`src/design/rpd_pkg.sv`:
```
// Shared types and constants of the RGB565 palette and delta stream decoder.
package rpd_pkg;

	localparam int PALETTE_ENTRIES = 255;
	localparam int MAX_PIXELS      = 67108864;

	localparam int PAL_AW     = (PALETTE_ENTRIES > 1) ? $clog2(PALETTE_ENTRIES) : 1;
	localparam int LOAD_BYTES = 2 * PALETTE_ENTRIES;
	localparam int LOAD_W     = $clog2(LOAD_BYTES + 1);
	localparam int COUNT_W    = 27;

	localparam logic [7:0]         ESCAPE_CODE = 8'hFF;
	localparam logic [COUNT_W-1:0] COUNT_MAX   = {COUNT_W{1'b1}};
	localparam logic [4:0]         RB_MASK     = 5'h1f;
	localparam logic [5:0]         G_MASK      = 6'h3f;

	localparam int QUEUE_DEPTH = 4;
	localparam int QUEUE_AW    = $clog2(QUEUE_DEPTH);

	// Configuration register indexes.
	localparam logic [1:0] REG_PALETTE_ENABLE  = 2'd0;
	localparam logic [1:0] REG_DELTA_ENABLE    = 2'd1;
	localparam logic [1:0] REG_EXPECTED_PIXELS = 2'd2;

	typedef enum logic [1:0] {
		ST_OK    = 2'd0,
		ST_TRUNC = 2'd1,
		ST_COUNT = 2'd2
	} status_t;

	typedef enum logic [1:0] {
		OP_WRITE  = 2'd0,
		OP_LOOKUP = 2'd1,
		OP_RAW    = 2'd2,
		OP_END    = 2'd3
	} op_kind_t;

	// One classified operation handed from the front end to the back end.
	typedef struct packed {
		op_kind_t          kind;
		logic [PAL_AW-1:0] addr;
		logic [15:0]       value;
		logic              last;
		logic              trunc;
	} op_t;

	typedef struct packed {
		logic               palette_enable;
		logic               delta_enable;
		logic [COUNT_W-1:0] expected_pixels;
	} cfg_t;

endpackage

```
`src/design/rpd_queue.sv`:
```
// Short operation queue that decouples the front end from the back end.
module rpd_queue (
	input  logic          clk,
	input  logic          arst_n,
	input  logic          push,
	input  rpd_pkg::op_t  push_op,
	input  logic          pop,
	output rpd_pkg::op_t  pop_op,
	output logic          full,
	output logic          empty
);
	import rpd_pkg::*;

	op_t                 slots_q [QUEUE_DEPTH];
	logic [QUEUE_AW-1:0] wr_q, rd_q;
	logic [QUEUE_AW:0]   cnt_q;

	assign full   = (cnt_q == (QUEUE_AW+1)'(QUEUE_DEPTH));
	assign empty  = (cnt_q == '0);
	assign pop_op = slots_q[rd_q];

	always_ff @(posedge clk) begin
		if (push) begin
			slots_q[wr_q] <= push_op;
		end
	end

	always_ff @(posedge clk or negedge arst_n) begin
		if (!arst_n) begin
			wr_q  <= '0;
			rd_q  <= '0;
			cnt_q <= '0;
		end else begin
			if (push) begin
				wr_q <= wr_q + 1'b1;
			end
			if (pop) begin
				rd_q <= rd_q + 1'b1;
			end
			cnt_q <= cnt_q + (QUEUE_AW+1)'(push) - (QUEUE_AW+1)'(pop);
		end
	end

endmodule

```
`config.mk`:
```
export PLATFORM = sky130hd
export DESIGN_NAME = rpd_queue
export DESIGN_NICKNAME = d
export VERILOG_FILES = /design/src/design/rpd_pkg.sv /design/src/design/rpd_queue.sv
export SDC_FILE = /design/constraint.sdc
export NUM_CORES = 1
export LEC_CHECK = 0
export BUFFER_PORTS_ARGS = -buffer_cell sky130_fd_sc_hd__buf_2
export CORE_MARGIN = 10
export CORE_UTILIZATION = 30
export CTS_CLUSTER_DIAMETER = 80
export DETAILED_ROUTE_END_ITERATION = 16
export HOLD_SLACK_MARGIN = 0.1
export SLEW_MARGIN = 30
export SYNTH_ARGS = -nofsm -noshare
export SYNTH_HDL_FRONTEND = slang
export SYNTH_SLANG_ARGS = --single-unit
```
`constraint.sdc`:
```
create_clock -name clk -period 3.6 [get_ports clk]
set_input_delay 0.72 -clock clk [delete_from_list [all_inputs] [get_ports clk]]
set_output_delay 0.72 -clock clk [all_outputs]
set_load 0.005 [all_outputs]
```
==> impl_metrics.py <==
metrics = {
    "floorplan": {
        "dieWidth_um": 141.5,
        "die_area_um2": 20030,
        "ios": 62,
        "initial_core_util": 0.3060,
        "fp.dieH_um": 141.5,
        "coreArea_um2": 14480,
        "rows": 44,
    },
    "clock_network": {
        "ctsResizeCount": 0,
        "h-tree-depth": 4,
        "clock_latency_ns": 0.41,
        "cts_hold_buf": 0,
        "clkSinkCount": 119,
        "cts_buffer_depth": 2,
        "cts_tree": "done",
        "path_clk_slew_ns": 0.05,
        "cts_root_buf": "clkbuf_16",
        "cts_setup_buffers": 0,
        "numCtsBuffers": 17,
    },
    "critical_path": {
        "timing.rr.start": "wr_q[0]$_DFFE_PN0P_",
        "required_ns": 2.88,
        "cp.buffers_inverters": 2,
        "criticalPathCategory": "reg2out",
        "end_kind": "primary output",
        "crit_family": "flip-flops",
        "crit_slowest_cell": "dfrtp_2",
        "max_stage_delay_ns": 0.69,
        "cp.arrival_ns": 2.04,
        "cp_max_fo": 17,
        "reg2reg_depth": 3,
        "worstPathCellList": "buf_12, mux4_2, buf_2",
        "cp-startpoint": "rd_q[0]$_DFFE_PN0P_",
        "r2r_slack_ns": 1.89,
        "cp.depth": 3,
        "worst_setup_path_start_kind": "flop",
    },
    "yosys": {
        "netlist_area_um2": 4430,
        "yosysMostFrequentCell": "edfxtp_1",
        "synth_top_area_frac": 0.7591,
        "avgSynthCellArea_um2": 24.61,
        "ys_top_cells_by_area": "edfxtp_1 76%, mux4_2 14%, dfrtp_1 4.0%",
        "synth_edf_count": 112,
        "synth_nets": 219,
        "synth_commonest_cells": "112 x edfxtp_1, 28 x mux4_2, 7 x dfrtp_1",
        "ys_seq_area_frac": 0.7986,
        "ys_warn_count": 0,
        "async_flop_share": 0.05882,
        "netlist_instances": 180,
        "synth_top_flop_cell": "edfxtp_1",
        "ys_ff_latch": 119,
        "netlist.top_cell.by_area": "edfxtp_1",
        "yosysUniqueCellTypes": 16,
    },
    "status": {
        "outcome": "finished clean",
    },
    "place": {
        "gp_congestion": 0.6560,
        "place_inst": 420,
        "port_buffers": 61,
        "dp_hpwl_mm": 5.304,
    },
    "detailed_routing": {
        "wire_per_inst_um": 18.69,
        "ant_nets": 0,
        "via_per_inst": 4.501,
        "drc_errors": 0,
        "dr.pass1.iters": 4,
        "drt-initial-drc-count": 71,
        "num_vias": 2039,
        "finalWirelength_mm": 8.467,
    },
    "grt": {
        "grt_usage": 0.09141,
        "grt_max_degree": 30,
        "grt_overflow": 0,
        "grt_pass1_wl_mm": 13.59,
        "antenna_found_initial": 0,
        "grt_pass1_vias": 2381,
    },
    "sta": {
        "rsz0062_at_grt": "no",
        "max_freq_mhz": 362.2,
        "fin_crit_sh": 0.7669,
        "hold_ws_ns": 0.1437,
        "finalHoldViolations": 0,
        "timing.final.crit_period_ns": 2.761,
        "fin_setup_tns_ns": 0,
        "slew_violations": 0,
        "setup_viol": 0,
        "tightestPinTransition_ns": 0.8254,
        "skew_ns": 0.005967,
        "slew_headroom": 0.4497,
    },
    "finish": {
        "fin_nets": 294,
        "instances_no_fill": 453,
        "area_growth_pct": 24.46,
        "utilization": 0.3808,
        "drive_gt1_frac": 0.4515,
    },
    "power": {
        "powerDensity_nw_per_um2": 847.6,
        "vdd_drop_max_uv": 352.6,
        "p_leak_uw": 0.001941,
    },
    "hold_path": {
        "hold_class": "in2async",
    },
    "job": {
        "max_cap_violations": 0,
    },
}
[registers in the layout, indices dropped and copies added (netlist names)]
name and cells:
cnt_q 3, rd_q 2, wr_q 2, slots_q 112
[cell type report]
type | count | area [um^2]
antenna | 1 | 2.502
clock inverter | 13 | 136.4
tap | 184 | 230.2
clock buffer | 19 | 432.9
fill | 1331 | 8965
sequential | 119 | 3541
multi-input combinational | 49 | 823.3
inverter | 6 | 22.52
timing repair buffer | 62 | 325.3
[power by group]
part	switching [uW]	internal [uW]
registers	190	1830
clock network	550	1070
logic	477	562
total	1220	3460
[placed cells by master, fill, tap and decap left out]
cell type,n
and2_2,4
and3_1,1
buf_12,1
buf_2,61
bufinv_16,3
clkbuf_1,2
clkbuf_16,17
clkinv_1,5
clkinv_2,4
clkinvlp_4,1
dfrtp_1,5
dfrtp_2,2
diode_2,1
edfxtp_1,112
fa_1,1
ha_1,6
inv_1,6
mux4_2,28
nand2_1,2
nor3_1,1
o21ai_0,1
xnor2_1,3
xor2_1,2
[path summary, 6_finish.rpt]
check	end
worst min register to register	wr_q[0]$_DFFE_PN0P_
worst max register to register	slots_q[2][15]$_DFFE_PP_
max in group asynchronous	rd_q[1]$_DFFE_PN0P_
min in group clk	slots_q[3][7]$_DFFE_PP_
worst max-delay path	pop_op[18]
worst min-delay path	cnt_q[0]$_DFF_PN0_
[metal layers]
layer	up-vias	part of all wire	track usage	routed length (um)
li1	898	-	-	-
met2	56	0.51	0.1452	4288
met1	1071	0.40	0.09798	3421
met5	-	0	0	0
met3	14	0.071	0.04573	601
met4	0	0.019	0.04841	157
[kinds of logic (layout without fill, tap and decap cells)]
group	Yosys count	after routing	synth area share
other	0	1	0
buffers and inverters	12	100	0.01666
adder cells (fa/ha/maj)	7	7	0.02146
multiplexers	28	28	0.1423
AND/OR/NAND/NOR	8	8	0.009884
AO/OA/AOI/OAI	1	1	0.001129
flip-flops	119	119	0.7986
XOR/XNOR	5	5	0.009886
[stage by stage]
stage                     setup WS, ns  total power (uW)  area, um^2
after global placement           1.196              3113        4942
final                           0.8392              4674        5514
after floorplan                  1.674              2672        4431
after detailed placement         1.193              3146        4942
after CTS                       0.7458              4781        5512
after global routing            0.6678              4942        5512
No activity file was read; power rests on OpenSTA's default activity.
