[src/design/rpd_pkg.sv]
// Shared types and constants of the RGB565 palette and delta stream decoder.
package rpd_pkg;

	localparam int PALETTE_ENTRIES = 255;
	localparam int MAX_PIXELS      = 67108864;

	localparam int PAL_AW     = (PALETTE_ENTRIES > 1) ? $clog2(PALETTE_ENTRIES) : 1;
	localparam int LOAD_BYTES = 2 * PALETTE_ENTRIES;
	localparam int LOAD_W     = $clog2(LOAD_BYTES + 1);
	localparam int COUNT_W    = 27;

	localparam logic [7:0]         ESCAPE_CODE = 8'hFF;
	localparam logic [COUNT_W-1:0] COUNT_MAX   = {COUNT_W{1'b1}};
	localparam logic [4:0]         RB_MASK     = 5'h1f;
	localparam logic [5:0]         G_MASK      = 6'h3f;

	localparam int QUEUE_DEPTH = 4;
	localparam int QUEUE_AW    = $clog2(QUEUE_DEPTH);

	// Configuration register indexes.
	localparam logic [1:0] REG_PALETTE_ENABLE  = 2'd0;
	localparam logic [1:0] REG_DELTA_ENABLE    = 2'd1;
	localparam logic [1:0] REG_EXPECTED_PIXELS = 2'd2;

	typedef enum logic [1:0] {
		ST_OK    = 2'd0,
		ST_TRUNC = 2'd1,
		ST_COUNT = 2'd2
	} status_t;

	typedef enum logic [1:0] {
		OP_WRITE  = 2'd0,
		OP_LOOKUP = 2'd1,
		OP_RAW    = 2'd2,
		OP_END    = 2'd3
	} op_kind_t;

	// One classified operation handed from the front end to the back end.
	typedef struct packed {
		op_kind_t          kind;
		logic [PAL_AW-1:0] addr;
		logic [15:0]       value;
		logic              last;
		logic              trunc;
	} op_t;

	typedef struct packed {
		logic               palette_enable;
		logic               delta_enable;
		logic [COUNT_W-1:0] expected_pixels;
	} cfg_t;

endpackage

[src/design/rpd_ifs.sv]
// Channel interfaces of the decoder: byte stream, pixel results and configuration writes.
interface rpd_byte_if;
	logic       valid;
	logic       ready;
	logic [7:0] data_byte;
	logic       last_byte;

	modport source(output valid, output data_byte, output last_byte, input ready);
	modport sink(input valid, input data_byte, input last_byte, output ready);
endinterface


[src/design/rpd_front.sv]
// Front end: accepts stream bytes, tracks palette load and byte pairing, emits operations.
module rpd_front (
	input  logic               clk,
	input  logic               arst_n,
	rpd_byte_if.sink           stream,
	input  logic               palette_enable,
	input  logic               queue_full,
	output logic               push,
	output rpd_pkg::op_t       op
);
	import rpd_pkg::*;

	logic [LOAD_W-1:0] load_q, load_n;
	logic [1:0]        pend_q, pend_n;
	logic [7:0]        low_q, low_n;
	logic              emit;
	logic              accept;
	logic [7:0]        b;

	assign b            = stream.data_byte;
	assign stream.ready = !queue_full;
	assign accept       = stream.valid && stream.ready;
	assign push         = accept && (emit || stream.last_byte);

	always_comb begin
		load_n   = load_q;
		pend_n   = pend_q;
		low_n    = low_q;
		emit     = 1'b0;
		op.kind  = OP_END;
		op.addr  = '0;
		op.value = '0;
		if (pend_q == 2'd1) begin
			op.kind  = OP_RAW;
			op.value = {b, low_q};
			pend_n   = 2'd0;
			emit     = 1'b1;
		end else if (pend_q >= 2'd2) begin
			low_n  = b;
			pend_n = 2'd1;
		end else if (palette_enable) begin
			if (load_q < LOAD_W'(LOAD_BYTES)) begin
				if (!load_q[0]) begin
					low_n = b;
				end else begin
					op.kind  = OP_WRITE;
					op.addr  = PAL_AW'(load_q >> 1);
					op.value = {b, low_q};
					emit     = 1'b1;
				end
				load_n = load_q + 1'b1;
			end else if (b == ESCAPE_CODE) begin
				pend_n = 2'd2;
			end else if (int'(b) < PALETTE_ENTRIES) begin
				op.kind = OP_LOOKUP;
				op.addr = PAL_AW'(b);
				emit    = 1'b1;
			end else begin
				// A code past the palette yields a zero pixel.
				op.kind = OP_RAW;
				emit    = 1'b1;
			end
		end else begin
			low_n  = b;
			pend_n = 2'd1;
		end
		op.last  = stream.last_byte;
		op.trunc = (pend_n != 2'd0) || (palette_enable && (load_n < LOAD_W'(LOAD_BYTES)));
	end

	always_ff @(posedge clk or negedge arst_n) begin
		if (!arst_n) begin
			load_q <= '0;
			pend_q <= '0;
			low_q  <= '0;
		end else if (accept) begin
			if (stream.last_byte) begin
				load_q <= '0;
				pend_q <= '0;
				low_q  <= '0;
			end else begin
				load_q <= load_n;
				pend_q <= pend_n;
				low_q  <= low_n;
			end
		end
	end

endmodule

[src/flat_wrapper.sv]
// flat-port wrapper written by rule: the top's interface ports become plain ports
module rpd_front_flat import rpd_pkg::*;
  (clk, arst_n, palette_enable, queue_full, push, op, stream_valid, stream_data_byte, stream_last_byte, stream_ready);
  rpd_byte_if stream_i ();
  input  logic clk;
  input  logic arst_n;
  input  logic palette_enable;
  input  logic queue_full;
  output logic push;
  output rpd_pkg::op_t op;
  input wire logic [$bits(stream_i.valid)-1:0] stream_valid;
  input wire logic [$bits(stream_i.data_byte)-1:0] stream_data_byte;
  input wire logic [$bits(stream_i.last_byte)-1:0] stream_last_byte;
  output wire logic [$bits(stream_i.ready)-1:0] stream_ready;
  assign stream_i.valid = stream_valid;
  assign stream_i.data_byte = stream_data_byte;
  assign stream_i.last_byte = stream_last_byte;
  assign stream_ready = stream_i.ready;
  rpd_front u_core (.clk(clk), .arst_n(arst_n), .stream(stream_i), .palette_enable(palette_enable), .queue_full(queue_full), .push(push), .op(op));
endmodule
[config.mk]
export PLATFORM = sky130hd
export DESIGN_NAME = rpd_front_flat
export DESIGN_NICKNAME = d
export VERILOG_FILES = /design/src/design/rpd_pkg.sv /design/src/design/rpd_ifs.sv /design/src/design/rpd_front.sv /design/src/flat_wrapper.sv
export SDC_FILE = /design/constraint.sdc
export NUM_CORES = 1
export LEC_CHECK = 0
export ABC_AREA = 0
export BUFFER_PORTS_ARGS = -buffer_cell sky130_fd_sc_hd__buf_4
export CAP_MARGIN = 0
export CORE_MARGIN = 2
export CORE_UTILIZATION = 53
export CTS_BUF_LIST = sky130_fd_sc_hd__clkbuf_4
export DETAILED_ROUTE_END_ITERATION = 16
export PLACE_DENSITY_LB_ADDON = 0.25
export SLEW_MARGIN = 25
export SYNTH_ARGS = -nofsm -noshare
export SYNTH_HDL_FRONTEND = slang
export SYNTH_SLANG_ARGS = --single-unit
[constraint.sdc]
create_clock -name clk -period 2.4 [get_ports clk]
set_clock_uncertainty 0.2 [all_clocks]
set_input_delay 0.12 -clock clk [delete_from_list [all_inputs] [get_ports clk]]
set_output_delay 0.12 -clock clk [all_outputs]
set_load 0.01 [all_outputs]
==> flow_metrics.py, run 1 <==
metrics = {
    "timing": {
        "min_period_over_period": 1.05,
        "tightest_slew_ns": 0.380,
        "finalSetupViolations": 4,
        "rsz0062_at_grt": "true",
        "fmax_mhz": 395,
        "fin_ws_ns": -0.132,
        "final_hold_viol_count": 0,
        "finalMaxSlewViolations": 0,
        "fin_crit_ns": 2.53,
        "holdWs_ns": 0.0232,
        "max_slew_margin": 0.745,
    },
    "layout": {
        "drive_gt1_frac": 0.427,
        "fin_area_mm2": 0.00219,
        "layout.cells.non_filler": 272,
        "antenna_cells": 0,
        "fillCellCount": 154,
        "final_common_cell": "buf_4",
        "layout_common_cells": "buf_4, nor2b_1, dfrtp_1",
        "ff_latch_area_um2": 478,
        "syn_to_final_growth_pct": 46.0,
        "multi_input_area_mm2": 0.00102,
        "num-nets-final": 257,
    },
    "clock_tree": {
        "clkLatencyLatePin_ns": 0.31,
        "cts_tree": "built",
        "cts.sinks": 19,
        "htreeDepth": 1,
        "cts.path.max_buffers": 2,
        "cts_buffers": 3,
        "clockRootBuffer": "clkbuf_4",
        "clk_pin_slew_ns": 0.11,
    },
    "floorplanning": {
        "start_util": 0.550,
        "io_pins": 44,
        "die_height_um": 57.2,
        "die_x_um": 57.2,
        "row_count": 19,
        "design.core.area_mm2": 0.00273,
        "die_area_mm2": 0.00328,
    },
    "synth": {
        "synth_ff_type": "dfrtp_1",
        "post_synth.cell_area_avg_um2": 8.44,
        "netlist_area_mm2": 0.00150,
        "synth_largest_area_cell": "dfrtp_1",
        "synthesis.nets": 193,
        "async_flop_share": 1.00,
        "ys_types": 44,
        "netlist_top_cells_area": "dfrtp_1, nor2b_1, mux2_2, nor2_1, nand2_1",
        "synth.top_cell.area_share": 0.316,
        "synth-edff-count": 0,
        "synth_cells": 178,
        "yosys_warnings": 0,
        "ys_seq_elements": 19,
        "seq_area_frac_synth": 0.316,
    },
    "placement": {
        "postPlaceCellArea_mm2": 0.00190,
        "portBuffers": 43,
        "routabilityCongestion": 0.939,
        "placed_cells": 251,
        "hpwl_mm": 3.17,
    },
    "global_route": {
        "antenna_found_initial": 0,
        "grt_pass1_vias": 1609,
        "grt_max_degree": 23,
        "grt_pass1_wl_mm": 7.62,
        "grt_usage": 0.297,
        "overflow": 0,
    },
    "critical_path": {
        "path_class": "reg -> out",
        "cp_slowest_stage_delay_ns": 0.45,
        "critPathTopFamily": "simple AND/OR/NAND/NOR gates",
        "start_kind": "register",
        "cp-end-kind": "output pin",
        "cp_cell_sequence": "or3b_4 -> buf_6 -> nor4_4 -> a41oi_2 -> a211oi_2 -> o221ai_1 -> buf_4",
        "path_buf_inv": 2,
        "critPathArrivalTime_ns": 2.21,
        "cp_max_fo": 4,
        "slowest_stage": "or3b_4",
        "critPathRequiredTime_ns": 2.08,
    },
    "drt": {
        "ant_nets": 0,
        "drt_iter0_drc": 169,
        "drc": 0,
        "viasPerCell": 6.50,
        "drtPass1Iterations": 6,
        "wl_per_cell_um": 18.2,
        "wirelength_mm": 4.96,
        "dr_total_vias": 1767,
    },
    "power_and_ir_drop": {
        "ir_drop_mv": 0.459,
        "p_leak_nw": 1.01,
        "power_w": 0.000980,
        "powerDensity_mw_per_mm2": 447,
    },
    "run_status": {
        "failed_checks": "negative setup slack",
        "status": "complete, but fails checks",
    },
    "flow_run": {
        "cap_violations": 0,
    },
    "hold_path": {
        "hp-class": "in -> async",
    },
}
[state kept, by name, summed over array words and instances, names as in the netlist]
| name | flops |
|---|---|
| u_core.load_q | 9 |
| u_core.low_q | 8 |
| u_core.pend_q | 2 |
[metal layers]
layer	share of wire	wire (µm)	track usage	up-vias
met4	0.052	257	0.156	0
met2	0.47	2350	0.496	138
met3	0.11	542	0.0295	41
met5	0	0	0	-
met1	0.36	1810	0.380	818
li1	-	-	-	770
[kinds of logic (layout without fill, tap and decap cells)]
| group | Yosys count | count (layout) | synth area share |
|---|---|---|---|
| and+or+nand+nor | 82 | 82 | 0.305 |
| AOI/OAI and AO/OA | 43 | 43 | 0.219 |
| buffers and inverters | 22 | 85 | 0.0716 |
| DFF | 19 | 19 | 0.316 |
| muxes | 11 | 11 | 0.0799 |
| adders and majority gates | 1 | 1 | 0.00833 |
[Yosys cell counts (6+ instances only)]
| cell | number |
|---|---|
| nand2_1 | 12 |
| nor2_1 | 13 |
| o21ai_0 | 6 |
| buf_2 | 6 |
| nand3_1 | 6 |
| clkbuf_1 | 6 |
| mux2_2 | 8 |
| nor3_1 | 7 |
| dfrtp_1 | 19 |
| a21oi_1 | 7 |
| nor2b_1 | 25 |
[final timing paths]
path | startpoint | end | slack, ns | cells after the start
worst max-delay path | u_core.pend_q[1]$_DFFE_PN0P_ | op[0] | -0.13 | 7
worst min-delay path | arst_n | u_core.low_q[1]$_DFFE_PN0P_ | 0.02 | 2
worst max register to register | u_core.load_q[1]$_DFFE_PN0P_ | u_core.low_q[7]$_DFFE_PN0P_ | 0.12 | 6
worst min register to register | u_core.low_q[5]$_DFFE_PN0P_ | u_core.low_q[5]$_DFFE_PN0P_ | 0.31 | 1
max in group asynchronous | arst_n | u_core.load_q[8]$_DFFE_PN0P_ | 1.75 | 2
min in group clk | stream_valid | u_core.low_q[5]$_DFFE_PN0P_ | 0.16 | 4
[final cells by class]
type | count | area share
tap | 31 | 0.0177
inverter | 5 | 0.00856
sequential | 19 | 0.218
multi-input combinational | 137 | 0.467
clock buffer | 4 | 0.0137
timing repair buffer | 76 | 0.275
[where the power goes]
part	total [W]	switching [W]	internal (W)
combinational	0.000415	0.000215	0.000200
clock	0.000186	0.000109	0.0000764
sequential	0.000380	0.0000234	0.000356
total	0.000980	0.000348	0.000632
[timing repair]
| item | in CTS | in global routing |
|---|---|---|
| buffers inserted | 3 | 4 |
| hold buffers | 10 | 0 |
| endpoints found under the setup margin | 8 | 26 |
| endpoints found under the hold margin | 30 | 0 |
| pin swaps | 2 | 12 |
| resized for setup | 5 | 21 |
[per-stage QoR]
step	util	setup WS [ns]	setup TNS (ns)
after CTS	0.758	-0.0491	-0.0491
after global placement	0.693	0.189	0
after floorplan	-	0.340	0
final	0.802	-0.132	-0.194
after detailed placement	0.693	0.155	0
after global routing	0.802	-0.201	-0.720
Note: power is estimated with default switching activity, not from simulation.
==> run 2, diff against run 1 <==
clock period = 2.7 ns   (was 2.4 ns; I/O delays follow)
==> run 2 against run 1 <==
  * The run now ends clean
  * Via count is 9.8% lower
  * Global-route usage decreased by 3.0 points
  * Combinational power shrank 26%
  * Sequential share of layout area up 3.1 points
  * Sequential power shrank 8.9%
  * Clock-buffer cell count decreased by 1
  * Largest cell class unchanged
==> flow_metrics.py, run 2 (synthesized netlist as in run 1, its figures left out) <==
metrics = {
    "power_and_ir_drop": {
        "powerDensity_mw_per_mm2": 417,
        "p_leak_nw": 0.874,
        "power_w": 0.000805,
        "ir_drop_mv": 0.397,
    },
    "global_route": {
        "grt_pass1_vias": 1486,
        "antenna_found_initial": 0,
        "grt_pass1_wl_mm": 6.98,
        "grt_usage": 0.267,
        "grt_max_degree": 24,
        "overflow": 0,
    },
    "timing": {
        "fmax_mhz": 386,
        "final_hold_viol_count": 0,
        "tightest_slew_ns": 0.348,
        "finalMaxSlewViolations": 0,
        "max_slew_margin": 0.768,
        "rsz0062_at_grt": "true",
        "min_period_over_period": 0.959,
        "finalSetupViolations": 0,
        "holdWs_ns": 0.000995,
        "fin_ws_ns": 0.112,
        "fin_crit_ns": 2.59,
    },
    "drt": {
        "wl_per_cell_um": 16.8,
        "drt_iter0_drc": 96,
        "drtPass1Iterations": 5,
        "wirelength_mm": 4.21,
        "viasPerCell": 6.38,
        "drc": 0,
        "ant_nets": 0,
        "dr_total_vias": 1594,
    },
    "hold_path": {
        "whs_path_depth": 3,
        "min_from": "stream_data_byte[5]",
        "holdPathEnd": "u_core.low_q[5]$_DFFE_PN0P_",
        "hp-class": "in -> reg",
    },
    "clock_tree": {
        "cts.path.max_buffers": 2,
        "cts_buffers": 3,
        "cts_tree": "built",
        "clkLatencyLatePin_ns": 0.31,
        "post_cts_buffers": 0,
        "clk_pin_slew_ns": 0.12,
        "clockRootBuffer": "clkbuf_4",
        "htreeDepth": 1,
        "cts.sinks": 19,
    },
    "layout": {
        "layout_common_cells": "buf_4, nor2b_1, dfrtp_1",
        "top_register": "u_core.load_q",
        "antenna_cells": 0,
        "largest_reg_flops": 9,
        "num-nets-final": 235,
        "reg_top3": "u_core.load_q (9), u_core.low_q (8), u_core.pend_q (2)",
        "layout.cells.non_filler": 250,
        "fin_util": 0.707,
        "final_common_cell": "buf_4",
        "drive_gt1_frac": 0.356,
        "syn_to_final_growth_pct": 28.6,
    },
    "floorplanning": {
        "io_pins": 44,
        "design.core.area_mm2": 0.00273,
        "die_x_um": 57.2,
        "start_util": 0.550,
        "die_area_mm2": 0.00328,
        "row_count": 19,
        "die_height_um": 57.2,
    },
    "critical_path": {
        "path_buf_inv": 1,
        "cp_max_fo": 9,
        "r2r_end": "u_core.low_q[1]$_DFFE_PN0P_",
        "start_kind": "register",
        "critPathRequiredTime_ns": 2.37,
        "path_class": "reg -> out",
        "r2r-start": "u_core.load_q[6]$_DFFE_PN0P_",
        "critPathTopFamily": "simple AND/OR/NAND/NOR gates",
        "cp_cell_sequence": "or3b_4 -> nor3_4 -> o21ai_1 -> o41ai_2 -> o221ai_1 -> buf_4",
        "cp_slowest_stage_delay_ns": 0.50,
        "cp-end-kind": "output pin",
        "slowest_stage": "or3b_4",
        "rrSetupSlack_ns": 0.47,
        "ff2ff_path_depth": 5,
        "critPathArrivalTime_ns": 2.25,
    },
    "placement": {
        "placed_cells": 242,
        "hpwl_mm": 2.96,
        "dp_slack_ns": 0.339,
        "routabilityCongestion": 0.988,
        "portBuffers": 43,
    },
    "run_status": {
        "status": "complete, no violations",
    },
    "flow_run": {
        "cap_violations": 0,
    },
}
[run 2: worst reg2reg max path, delay by kind of cell (launching register included)]
family / cells / cell delay [ns]
AOI/OAI and AO/OA: 3 / 0.75
DFF: 1 / 0.51
and+or+nand+nor: 1 / 0.29
muxes: 1 / 0.38
[run 2: report_power, final]
part	switching [W]	total (W)	leakage [nW]	internal, W
Combinational	0.000158	0.000307	0.608	0.000150
Clock	0.0000970	0.000152	0.0177	0.0000554
Sequential	0.0000285	0.000346	0.248	0.000317
[run 2: final cells by class]
| cell class | count | area, µm² |
|---|---|---|
| multi-input combinational | 137 | 951 |
| fill | 223 | 802 |
| sequential | 19 | 480 |
| timing repair buffer | 54 | 415 |
| tap | 31 | 38.8 |
| clock buffer | 3 | 22.5 |
| inverter | 5 | 18.8 |
| clock inverter | 1 | 5.00 |
[run 2: through the flow]
stage	setup TNS [ns]	cell area (µm²)
2_1_floorplan	0	1500
3_3_place_gp	0	1830
3_5_place_dp	0	1830
4_1_cts	0	1900
5_1_grt	-0.0482	1930
6_report	0	1930
[run 2: repair_timing]
action                                 CTS  global route
pin swaps                                0             2
endpoints found under the hold margin   23             0
gates resized for setup                  2             9
hold buffers                             4             0
setup endpoints to repair                1             4
[run 2: how the worst max path moves through the flow]
stage	depth (start not counted)	slack, ns	from	end
3_3_place_gp	6	0.38	u_core.load_q[1]$_DFFE_PN0P_	op[0]
3_5_place_dp	6	0.34	u_core.pend_q[1]$_DFFE_PN0P_	op[0]
6_report	6	0.11	u_core.pend_q[0]$_DFFE_PN0P_	op[0]
4_1_cts	6	0.03	u_core.load_q[1]$_DFFE_PN0P_	op[0]
5_1_grt	6	-0.05	u_core.pend_q[0]$_DFFE_PN0P_	op[0]
2_1_floorplan	5	0.63	u_core.pend_q[1]$_DFFE_PN0P_	op[20]
[run 2: per-layer routing]
layer,track usage,vias up,wire [µm]
li1,-,733,-
met1,0.359,759,1800
met2,0.438,86,1990
met3,0.0385,16,314
met4,0.0963,0,101
met5,0,-,0
